**config.mk**
```make
export PLATFORM = sky130hd
export DESIGN_NAME = star_prefixed_command_parser
export DESIGN_NICKNAME = d
export VERILOG_FILES = /design/src/design/spcp_pkg.sv /design/src/design/spcp_input_reg.sv /design/src/design/spcp_parser.sv /design/src/design/spcp_output_reg.sv /design/src/design/star_prefixed_command_parser.sv
export SDC_FILE = /design/constraint.sdc
export NUM_CORES = 1
export LEC_CHECK = 0
export ABC_AREA = 1
export BUFFER_PORTS_ARGS = -buffer_cell sky130_fd_sc_hd__buf_4
export CORE_AREA = 2 2 126 128
export DETAILED_ROUTE_END_ITERATION = 8
export DIE_AREA = 0 0 128 130
export SLEW_MARGIN = 10
export SYNTH_ARGS = -nofsm -noshare
export SYNTH_HDL_FRONTEND = slang
export SYNTH_SLANG_ARGS = --single-unit
```
**constraint.sdc**
```tcl
create_clock -name clock -period 12.5 [get_ports clock]
set_input_delay 0 -clock clock [delete_from_list [all_inputs] [get_ports clock]]
set_output_delay 0 -clock clock [all_outputs]
set_load 0.05 [all_outputs]
```
**src/design/spcp_pkg.sv**
```systemverilog
`timescale 1ns / 1ps
// ----------------------------------------------------------------------------
// spcp_pkg
// shared types and constants of the star prefixed command parser
// ----------------------------------------------------------------------------
package spcp_pkg;

   localparam int unsigned TIME_LEN = 6;
   localparam int unsigned TIME_W   = 8 * TIME_LEN;

   localparam logic [7:0] CHAR_STAR = 8'h2A;
   localparam logic [7:0] CHAR_E    = 8'h45;
   localparam logic [7:0] CHAR_R    = 8'h52;
   localparam logic [7:0] CHAR_S    = 8'h53;
   localparam logic [7:0] CHAR_T    = 8'h54;

   localparam logic [2:0] CMD_STARS     = 3'd5;
   localparam logic [2:0] STAR_MAX      = 3'd6;
   localparam logic [2:0] TIME_POS_LAST = 3'(TIME_LEN - 1);

   typedef enum logic [1:0] {
      EV_ERASE = 2'd0,
      EV_READ  = 2'd1,
      EV_TIME  = 2'd2,
      EV_STATE = 2'd3
   } event_code_type;

   typedef struct packed {
      logic       valid;
      logic [7:0] data;
   } byte_item_type;

   typedef struct packed {
      logic              valid;
      event_code_type    code;
      logic [TIME_W-1:0] time_data;
   } result_type;

endpackage

```
**src/design/spcp_input_reg.sv**
```systemverilog
`timescale 1ns / 1ps
// ----------------------------------------------------------------------------
// spcp_input_reg
// input register for received bytes
// ----------------------------------------------------------------------------
module spcp_input_reg (
   input  logic                  clock,
   input  logic                  reset,
   input  logic                  req_tvalid,
   output logic                  req_tready,
   input  logic [7:0]            req_tdata,
   input  logic                  advance,
   output spcp_pkg::byte_item_type item
);

   logic       valid_ff;
   logic       valid_in;
   logic [7:0] data_ff;
   logic       load;

   assign req_tready = !valid_ff || advance;
   assign load       = req_tvalid && req_tready;

   always_comb begin
      valid_in = valid_ff;
      if (load) begin
         valid_in = 1'b1;
      end else if (advance) begin
         valid_in = 1'b0;
      end
   end

   always_ff @(posedge clock) begin
      if (reset) begin
         valid_ff <= 1'b0;
      end else begin
         valid_ff <= valid_in;
      end
   end

   always_ff @(posedge clock) begin
      if (load) begin
         data_ff <= req_tdata;
      end
   end

   assign item.valid = valid_ff;
   assign item.data  = data_ff;

endmodule

```
**src/design/spcp_parser.sv**
```systemverilog
`timescale 1ns / 1ps
// ----------------------------------------------------------------------------
// spcp_parser
// star counting, command decode and time capture
// ----------------------------------------------------------------------------
module spcp_parser (
   input  logic                    clock,
   input  logic                    reset,
   input  spcp_pkg::byte_item_type item,
   input  logic                    advance,
   output spcp_pkg::result_type    result
);

   logic [2:0] stars_ff;
   logic [2:0] stars_in;
   logic       capturing_ff;
   logic       capturing_in;
   logic [2:0] pos_ff;
   logic [2:0] pos_in;
   logic [spcp_pkg::TIME_LEN-1:0][7:0] time_bytes_ff;
   logic [spcp_pkg::TIME_LEN-1:0][7:0] time_bytes_in;
   logic fire;

   assign fire = item.valid && advance;

   always_comb begin
      stars_in      = stars_ff;
      capturing_in  = capturing_ff;
      pos_in        = pos_ff;
      time_bytes_in = time_bytes_ff;
      result.valid     = 1'b0;
      result.code      = spcp_pkg::EV_ERASE;
      result.time_data = '0;
      if (capturing_ff) begin
         if (pos_ff <= spcp_pkg::TIME_POS_LAST) begin
            time_bytes_in[pos_ff] = item.data;
         end
         if (pos_ff == spcp_pkg::TIME_POS_LAST) begin
            result.valid     = fire;
            result.code      = spcp_pkg::EV_TIME;
            result.time_data = time_bytes_in;
            capturing_in     = 1'b0;
            pos_in           = 3'd0;
            // first time byte is looked at again with a cleared count
            stars_in = (time_bytes_in[0] == spcp_pkg::CHAR_STAR) ? 3'd1 : 3'd0;
         end else begin
            pos_in = pos_ff + 3'd1;
         end
      end else if (item.data == spcp_pkg::CHAR_STAR) begin
         if (stars_ff < spcp_pkg::STAR_MAX) begin
            stars_in = stars_ff + 3'd1;
         end
      end else if (stars_ff == spcp_pkg::CMD_STARS) begin
         unique case (item.data)
            spcp_pkg::CHAR_E: begin
               result.valid = fire;
               result.code  = spcp_pkg::EV_ERASE;
               stars_in     = 3'd0;
            end
            spcp_pkg::CHAR_R: begin
               result.valid = fire;
               result.code  = spcp_pkg::EV_READ;
               stars_in     = 3'd0;
            end
            spcp_pkg::CHAR_S: begin
               result.valid = fire;
               result.code  = spcp_pkg::EV_STATE;
               stars_in     = 3'd0;
            end
            spcp_pkg::CHAR_T: begin
               capturing_in = 1'b1;
               pos_in       = 3'd0;
            end
            default: begin
               stars_in = stars_ff;
            end
         endcase
      end else begin
         stars_in = 3'd0;
      end
   end

   always_ff @(posedge clock) begin
      if (reset) begin
         stars_ff     <= 3'd0;
         capturing_ff <= 1'b0;
         pos_ff       <= 3'd0;
      end else if (fire) begin
         stars_ff     <= stars_in;
         capturing_ff <= capturing_in;
         pos_ff       <= pos_in;
      end
   end

   always_ff @(posedge clock) begin
      if (fire) begin
         time_bytes_ff <= time_bytes_in;
      end
   end

endmodule

```
**src/design/spcp_output_reg.sv**
```systemverilog
`timescale 1ns / 1ps
// ----------------------------------------------------------------------------
// spcp_output_reg
// result register toward the event channel
// ----------------------------------------------------------------------------
module spcp_output_reg (
   input  logic                        clock,
   input  logic                        reset,
   input  spcp_pkg::result_type        result,
   output logic                        advance,
   output logic                        rsp_tvalid,
   input  logic                        rsp_tready,
   output logic [spcp_pkg::TIME_W-1:0] rsp_tdata,
   output logic [1:0]                  rsp_tuser
);

   logic                        valid_ff;
   logic                        valid_in;
   spcp_pkg::event_code_type    code_ff;
   logic [spcp_pkg::TIME_W-1:0] data_ff;

   assign advance  = !valid_ff || rsp_tready;
   assign valid_in = advance ? result.valid : valid_ff;

   always_ff @(posedge clock) begin
      if (reset) begin
         valid_ff <= 1'b0;
      end else begin
         valid_ff <= valid_in;
      end
   end

   always_ff @(posedge clock) begin
      if (advance && result.valid) begin
         code_ff <= result.code;
         data_ff <= result.time_data;
      end
   end

   assign rsp_tvalid = valid_ff;
   assign rsp_tdata  = data_ff;
   assign rsp_tuser  = code_ff;

endmodule

```
**src/design/star_prefixed_command_parser.sv**
```systemverilog
`timescale 1ns / 1ps
// ----------------------------------------------------------------------------
// star_prefixed_command_parser
// parses star prefixed command bytes into erase, read, time and state events
// ----------------------------------------------------------------------------
//  channel | direction | tdata                             | tuser
//  req     | in        | rx_byte                           | -
//  rsp     | out       | year month day hour minute second | event_code
//
//  one byte per cycle sustained unless rsp stalls; an accepted byte is held in
//  the input register and its event in the result register; throughput is set
//  by the single pass through the parser between the input and result registers
//  reset clears the star count, the capture state and both valid flags
//  a stalled event holds the result register; req stalls once input is full
// ----------------------------------------------------------------------------
module star_prefixed_command_parser (
   input  logic        clock,
   input  logic        reset,
   input  logic        req_tvalid,
   output logic        req_tready,
   input  logic [7:0]  req_tdata,   // rx_byte
   output logic        rsp_tvalid,
   input  logic        rsp_tready,
   output logic [47:0] rsp_tdata,   // year, month, day, hour, minute, second
   output logic [1:0]  rsp_tuser    // event_code
);

   spcp_pkg::byte_item_type item;
   spcp_pkg::result_type    result;
   logic                    advance;

   spcp_input_reg u_input_reg (
      .clock      (clock),
      .reset      (reset),
      .req_tvalid (req_tvalid),
      .req_tready (req_tready),
      .req_tdata  (req_tdata),
      .advance    (advance),
      .item       (item)
   );

   spcp_parser u_parser (
      .clock   (clock),
      .reset   (reset),
      .item    (item),
      .advance (advance),
      .result  (result)
   );

   spcp_output_reg u_output_reg (
      .clock      (clock),
      .reset      (reset),
      .result     (result),
      .advance    (advance),
      .rsp_tvalid (rsp_tvalid),
      .rsp_tready (rsp_tready),
      .rsp_tdata  (rsp_tdata),
      .rsp_tuser  (rsp_tuser)
   );

endmodule

```
==> metrics.md, run 1 <==
| Metric | Value |
|---|---|
| # port buffers | `between 60 and 70` |
| Crit share post-route | `18.36%` |
| Rel. slew slack | `50.62%` |
| Hpwl dp | `~6500 um` |
| Synth Flop Type | `edfxtp_1` |
| Ys async rst share | `0%` |
| Total negative setup slack | `0 ps` |
| Yosys cell types | `28` |
| First-pass GRT wire length | `15120 um` |
| MaxCap Viol Count | `0` |
| Clock slew at reported path FFs | `70 ps` |
| Avg WL per Cell | `13.49 um` |
| Reg2reg end | `u_output_reg.rsp_tdata[29]$_SDFFCE_PN0P_` |
| Count leader, synth | `edfxtp_1` |
| Status | `finished, final reports clean` |
| Mapped Cells | `415` |
| Syn Std Cell Area | `0.004633 mm^2` |
| Insertion delay to the later sink of the worst-skew pair | `350 ps` |
| Final setup violation count | `0` |
| # DRC | `0` |
| GP Congestion | `0.8919` |
| Cell taking the most area after synthesis | `edfxtp_1` |
| Max Buffers Root-to-Sink | `2` |
| DR vias/cell | `~4.4` |
| Clk_skew | `roughly 8.0 ps` |
| Syn nets | `approximately 430` |
| Floorplan row count | `46` |
| Root buffer cell | `clkbuf_16` |
| Worst setup path class | `register to register` |
| Total grt overflow | `0` |
| Post-synth EDFFs | `just under 100` |
| Clock sink count | `107` |
| Post-CTS Resized | `0` |
| Total power | `707.3 uW` |
| Register area share after synthesis | `67.40%` |
| WL final | `9251 um` |
| TritonCTS clock tree | `yes` |
| Hold_sp | `rsp_tready` |
| Initial antenna violation count | `0` |
| Hold Path Depth | `6` |
| Critical Path Start Type | `register` |
| Dominant cells by area after synthesis | `edfxtp_1, inv_1, nor2_1, dfxtp_1, nand2_1` |
| Worst Path Required | `12450 ps` |
| Min Tclk post-route | `2295 ps` |
| Fin. max-slew vios | `0` |
| H-Tree Depth | `3` |
| Leak | `~2.5 nW` |
| Initial core utilization | `30.04%` |
| Ant diodes | `0` |
| Yosys warning total | `0` |
| Area of the die | `~0.017 mm^2` |
| Vias in the first global route | `between 2000 and 3000` |
| Final hold violations | `0` |
| R2r setup slk | `just over 10000 ps` |
| Share of layout cells above drive strength 1 | `approximately 28%` |
| GRT Overall Usage | `11.80%` |
| Worst r2r src | `u_input_reg.data_ff[2]$_DFFE_PP_` |
| Cts bufs inserted | `9` |
| Remaining antenna violation count | `0` |
| Initial DRC count | `approximately 240` |
| Drt first pass iters | `4` |
| Top Ports | `64` |
| Height of the die | `between 100 and 150 um` |
| R2R depth | `8` |
| Die width | `128 um` |
| F_max | `between 400 and 500 MHz` |
| Via count | `3029` |
| Worst Path Arrival | `2250 ps` |
| Crit end category | `register` |
| Area share of the largest cell type after synthesis | `63.52%` |
| Hold Path Sink | `u_output_reg.rsp_tvalid$_SDFFE_PP0P_` |
| Core area | `0.01542 mm^2` |
| Synthesized area per cell | `11.16 um^2` |
| Crit path max fanout | `50` |
| Power per cell area | `between 100 and 150 mW/mm^2` |
| Postcts setup bufs | `0` |
| Worst vdd ir | `approximately 0.063 mV` |
| RSZ-0062 raised after global routing | `false` |
| Synth top cells by count | `edfxtp_1, inv_1, nor2_1, nand2_1, a21oi_1` |
| Layout area overhead | `23.76%` |
| Yosys reg bits | `approximately 110` |
| Worst Hold Class | `primary input to register` |
| Nets@finish | `503` |
| Slew at the pin closest to its max-slew limit | `738.3 ps` |
| Largest net degree at the start of global routing | `51` |
## placed cells by master, fill, tap and decap left out, types with 2 or more instances in the layout
master          n
a21oi_1        25
nand2_2        10
clkbuf_16      11
nor3_1          3
inv_6           2
or2_2          24
buf_4          64
nand2_4         3
nand3_1        20
inv_1          65
nor2_1         48
nand2_1        39
ha_1            2
nor2_4          3
dfxtp_1         9
edfxtp_1       98
inv_2           9
o21ai_0        19
a211oi_1       16
o21ai_2         3
dlygate4sd3_1  10
## stage by stage
stage | utilization, % | instances | setup slack, ps | hold WS, ps | cell area, um^2
after global routing | 37.18 | 686 | 10020 | 93.07 | 5734
after global placement | 34.28 | 659 | 9450 | 182.6 | 5288
after CTS | 37.01 | 685 | 9303 | 31.56 | 5709
final | 37.18 | 686 | 10200 | 43.90 | 5734
after floorplan | - | 415 | 8095 | 69.07 | 4633
after detailed placement | 34.28 | 659 | 9326 | 179.8 | 5288
## routing by layer
metal | track usage, % | part of all wire [%] | routed length (um)
met2 | 17.71 | 46 | 4215
met4 | 4.396 | 1.3 | 121
met5 | 0 | 0 | 0
met1 | 16.32 | 48 | 4443
met3 | 3.403 | 5.1 | 471
## sequential cells by signal, indices dropped and copies added, names as in the netlist
| register | flops |
|---|---|
| u_input_reg.valid_ff | 1 |
| u_output_reg.rsp_tuser | 2 |
| u_parser.stars_ff | 3 |
| u_output_reg.rsp_tvalid | 1 |
| u_output_reg.rsp_tdata | 48 |
| u_parser.pos_ff | 3 |
| u_input_reg.data_ff | 8 |
| u_parser.capturing_ff | 1 |
| u_parser.time_bytes_ff | 40 |
## worst max-delay path by stage
stage,start,end,cells after the start
final,u_input_reg.data_ff[2]$_DFFE_PP_,u_output_reg.rsp_tdata[29]$_SDFFCE_PN0P_,8
after global routing,u_input_reg.data_ff[5]$_DFFE_PP_,u_output_reg.rsp_tdata[16]$_SDFFCE_PN0P_,7
after CTS,u_parser.capturing_ff$_SDFFE_PP0N_,u_output_reg.rsp_tdata[25]$_SDFFCE_PN0P_,4
after detailed placement,u_parser.capturing_ff$_SDFFE_PP0N_,u_output_reg.rsp_tdata[16]$_SDFFCE_PN0P_,4
after global placement,u_parser.capturing_ff$_SDFFE_PP0N_,u_output_reg.rsp_tdata[23]$_SDFFCE_PN0P_,4
after floorplan,u_output_reg.rsp_tvalid$_SDFFE_PP0P_,u_output_reg.rsp_tdata[0]$_SDFFCE_PN0P_,5
## cells by family (layout without fill, tap and decap cells)
| logic type | Yosys count | after routing | share of synthesized area (%) |
|---|---|---|---|
| and+or+nand+nor | 154 | 154 | 16.01 |
| DFF | 107 | 107 | 67.40 |
| buffers and inverters | 86 | 165 | 7.642 |
| AOI/OAI and AO/OA | 65 | 65 | 8.210 |
| adders and majority gates | 2 | 2 | 0.5400 |
| xor gates and xnor gates | 1 | 1 | 0.1891 |
## worst max-delay path, stage by stage, from the launching register on
cell and delay (ps):
edfxtp_1 520, inv_2 180, nand2_1 60, nor2_1 270, nand2_1 120, nand2_1 120, nor2_2 60, nand3_1 150
nand2_4 350
## report_power, final
group          switching, mW  leakage [nW]  internal (mW)
Sequential           0.00472          1.09          0.388
Combinational         0.0125          1.22        0.00820
Clock                  0.127         0.160          0.167
Total                  0.144          2.47          0.563
## layout make-up
| cell class | count | area (um^2) |
|---|---|---|
| well taps | 192 | 240.2 |
| inverters | 74 | 277.8 |
| clock inverters | 4 | 32.53 |
| fillers | 1535 | 9691 |
| clock buffers | 12 | 289.0 |
| multi-input cells | 222 | 1171 |
| repair buffers | 75 | 600.6 |
| flip-flops and latches | 107 | 3123 |
## what timing repair did
item | 4_1_cts | 5_1_grt
endpoints found under the setup margin | 0 | 0
endpoints found under the hold margin | 13 | 0
hold buffers | 10 | 0
Power figures use the tool's default switching activity.
==> run 2: changes to the inputs <==
==> constraint.sdc (replaced) <==
create_clock -name clock -period 2.15 [get_ports clock]
set_input_delay 0 -clock clock [delete_from_list [all_inputs] [get_ports clock]]
set_output_delay 0 -clock clock [all_outputs]
set_load 0.05 [all_outputs]
==> run 2 against run 1 <==
  * Cell count rose by 1.3%
  * Hold slack improved by 9.6 ps
  * Die area stayed put
  * Critical path depth shrank 1
  * Combinational power increased to 6.1 times the previous value
  * Clock power rose to 5.2 times the previous value
  * Global-route usage is 0.69 points higher
  * Wire length increased by 10%
  * Clock-buffer cell count is 1 higher
  * Register-to-register slack got worse by 10000 ps
==> metrics.md, run 2 (same netlist as run 1, synthesis figures left out) <==
| Metric | Value |
|---|---|
| Status | `finished, final reports clean` |
| WL final | `10220 um` |
| # DRC | `0` |
| Vias in the first global route | `just under 3000` |
| Placed cell count | `665` |
| Total grt overflow | `0` |
| Hold Path Sink | `u_output_reg.rsp_tvalid$_SDFFE_PP0P_` |
| Postcts setup bufs | `0` |
| Root buffer cell | `clkbuf_16` |
| Area of the die | `~0.017 mm^2` |
| Total negative setup slack | `0 ps` |
| Hold_sp | `rsp_tready` |
| H-Tree Depth | `3` |
| Initial antenna violation count | `0` |
| Most common cell after layout, fill and taps aside | `edfxtp_1` |
| Clock share of power | `38.7%` |
| Worst Path Arrival | `1970 ps` |
| Initial DRC count | `302` |
| Layout area overhead | `25.38%` |
| Min Tclk post-route | `1929 ps` |
| Psw | `800.7 uW` |
| Clk_skew | `9.863 ps` |
| MaxCap Viol Count | `0` |
| GP Congestion | `0.8325` |
| Largest stage delay on the critical path | `470 ps` |
| R2R depth | `7` |
| Clock sink count | `around 110` |
| TritonCTS clock tree | `yes` |
| Worst path cell trace | `inv_1, nand3_1, nor2_1, nor2_1, inv_1, nand3_4, nand2_4` |
| GRT Overall Usage | `about an eighth` |
| Nets@finish | `512` |
| Hpwl dp | `6915 um` |
| F_max | `around 520 MHz` |
| Floorplan row count | `46` |
| Largest net degree at the start of global routing | `a little over 50` |
| Max Buffers Root-to-Sink | `2` |
| # port buffers | `63` |
| Worst setup path class | `register to register` |
| Crit path max fanout | `12` |
| Die width | `between 100 and 150 um` |
| Worst r2r src | `u_input_reg.data_ff[5]$_DFFE_PP_` |
| Slowest cell on crit path | `edfxtp_1` |
| Cts bufs inserted | `9` |
| Initial core utilization | `30.04%` |
| Max reg flops | `48` |
| Clock slew at reported path FFs | `70 ps` |
| Avg WL per Cell | `14.71 um` |
| Crit end category | `register` |
| Power per cell area | `675.7 mW/mm^2` |
| Critical Path Start Type | `register` |
| Worst Hold Class | `primary input to register` |
| Reg2reg end | `u_output_reg.rsp_tdata[22]$_SDFFCE_PN0P_` |
| Most frequent cells in the layout | `edfxtp_1, buf_4, inv_1, nor2_1, nand2_1` |
| Ant diodes | `0` |
| Rel. slew slack | `approximately three fifths` |
| Insertion delay to the later sink of the worst-skew pair | `350 ps` |
| Fin. max-slew vios | `0` |
| Hold Path Depth | `6` |
| Top Ports | `64` |
| Final setup violation count | `0` |
| Remaining antenna violation count | `0` |
| Drt first pass iters | `4` |
| Leak | `2.227 nW` |
| First-pass GRT wire length | `15810 um` |
| DR vias/cell | `4.469` |
| Share of layout cells above drive strength 1 | `28.63%` |
| Post-route insts no fill | `about 700` |
| Sequential share of power | `58.1%` |
| Switching Share | `20.40%` |
| Slew at the pin closest to its max-slew limit | `572.8 ps` |
| Worst Path Required | `about 2200 ps` |
| Height of the die | `130 um` |
| Core area | `0.01542 mm^2` |
| RSZ-0062 raised after global routing | `false` |
| Combinational share of power | `3.2%` |
| Final hold violations | `0` |
| Crit share post-route | `89.71%` |
| Internal | `3.125 mW` |
| Worst vdd ir | `0.3618 mV` |
| R2r setup slk | `between 200 and 250 ps` |
| Via count | `3106` |
-- run 2: cell types whose count changed in the layout (fill, tap and decap cells not counted), moves of 2 or more --
cell and delta:
buf_4 +5, clkbuf_1 +3, nand2_8 +3, clkbuf_16 -2
clkinv_2 +2, inv_6 -2
-- run 2: how the worst max path moves through the flow --
stage                                                           to                            startpoint
after floorplan            u_output_reg.rsp_tdata[0]$_SDFFCE_PN0P_  u_output_reg.rsp_tvalid$_SDFFE_PP0P_
after global placement    u_output_reg.rsp_tdata[24]$_SDFFCE_PN0P_      u_input_reg.data_ff[5]$_DFFE_PP_
after detailed placement  u_output_reg.rsp_tdata[17]$_SDFFCE_PN0P_      u_input_reg.data_ff[2]$_DFFE_PP_
after CTS                 u_output_reg.rsp_tdata[41]$_SDFFCE_PN0P_      u_input_reg.data_ff[2]$_DFFE_PP_
after global routing      u_output_reg.rsp_tdata[22]$_SDFFCE_PN0P_      u_input_reg.data_ff[5]$_DFFE_PP_
final                     u_output_reg.rsp_tdata[22]$_SDFFCE_PN0P_      u_input_reg.data_ff[5]$_DFFE_PP_
-- run 2: timing repair --
item | CTS | global route
hold endpoints to repair | 17 | 0
setup endpoints to repair | 0 | 50
gates resized for setup | 0 | 4
hold buffers | 11 | 0
-- run 2: power groups by stage --
stage / Combinational (mW) / Sequential, mW / Clock (mW)
3_3_place_gp: 0.107 / 2.32 / 0
6_report: 0.126 / 2.28 / 1.52
5_1_grt: 0.141 / 2.28 / 1.65
3_5_place_dp: 0.108 / 2.33 / 0
4_1_cts: 0.124 / 2.28 / 1.56
2_1_floorplan: 0.0644 / 2.32 / 0
-- run 2: final cells by class --
| type | count | area [um^2] |
|---|---|---|
| clock inverters | 3 | 17.52 |
| well taps | 192 | 240.2 |
| repair buffers | 81 | 648.1 |
| fillers | 1520 | 9615 |
| multi-input cells | 225 | 1251 |
| flip-flops and latches | 107 | 3124 |
| inverters | 74 | 277.8 |
| clock buffers | 13 | 250.2 |
-- run 2: stage by stage --
stage / utilization, % / total power [mW] / hold WS, ps / worst slack, ps / area [um^2]
2_1_floorplan: - / 2.382 / 69.07 / 35.63 / 4666
3_3_place_gp: 34.80 / 2.430 / 182.9 / 227.0 / 5368
3_5_place_dp: 34.80 / 2.435 / 184.0 / 83.32 / 5368
4_1_cts: 37.25 / 3.963 / 34.28 / 57.56 / 5746
5_1_grt: 37.66 / 4.068 / 75.46 / 30.23 / 5809
6_report: 37.66 / 3.926 / 53.53 / 221.3 / 5809
-- run 2: critical path: cells and delay by family, from the launching register on --
kind / cells / cell delay, ps
flops: 1 / 470
simple gates: 5 / 850
buf+inv: 2 / 300
-- run 2: metal layers --
layer  vias up  part of all wire (%)  routed length, um  global-route usage [%]
li1       1556                     -                  -                       -
met1      1457                    49               4979                   17.71
met2        87                    46               4691                   18.50
met3         6                   4.3                444                   2.706
met4         0                   1.0                106                   5.430
met5         -                     0                  0                       0
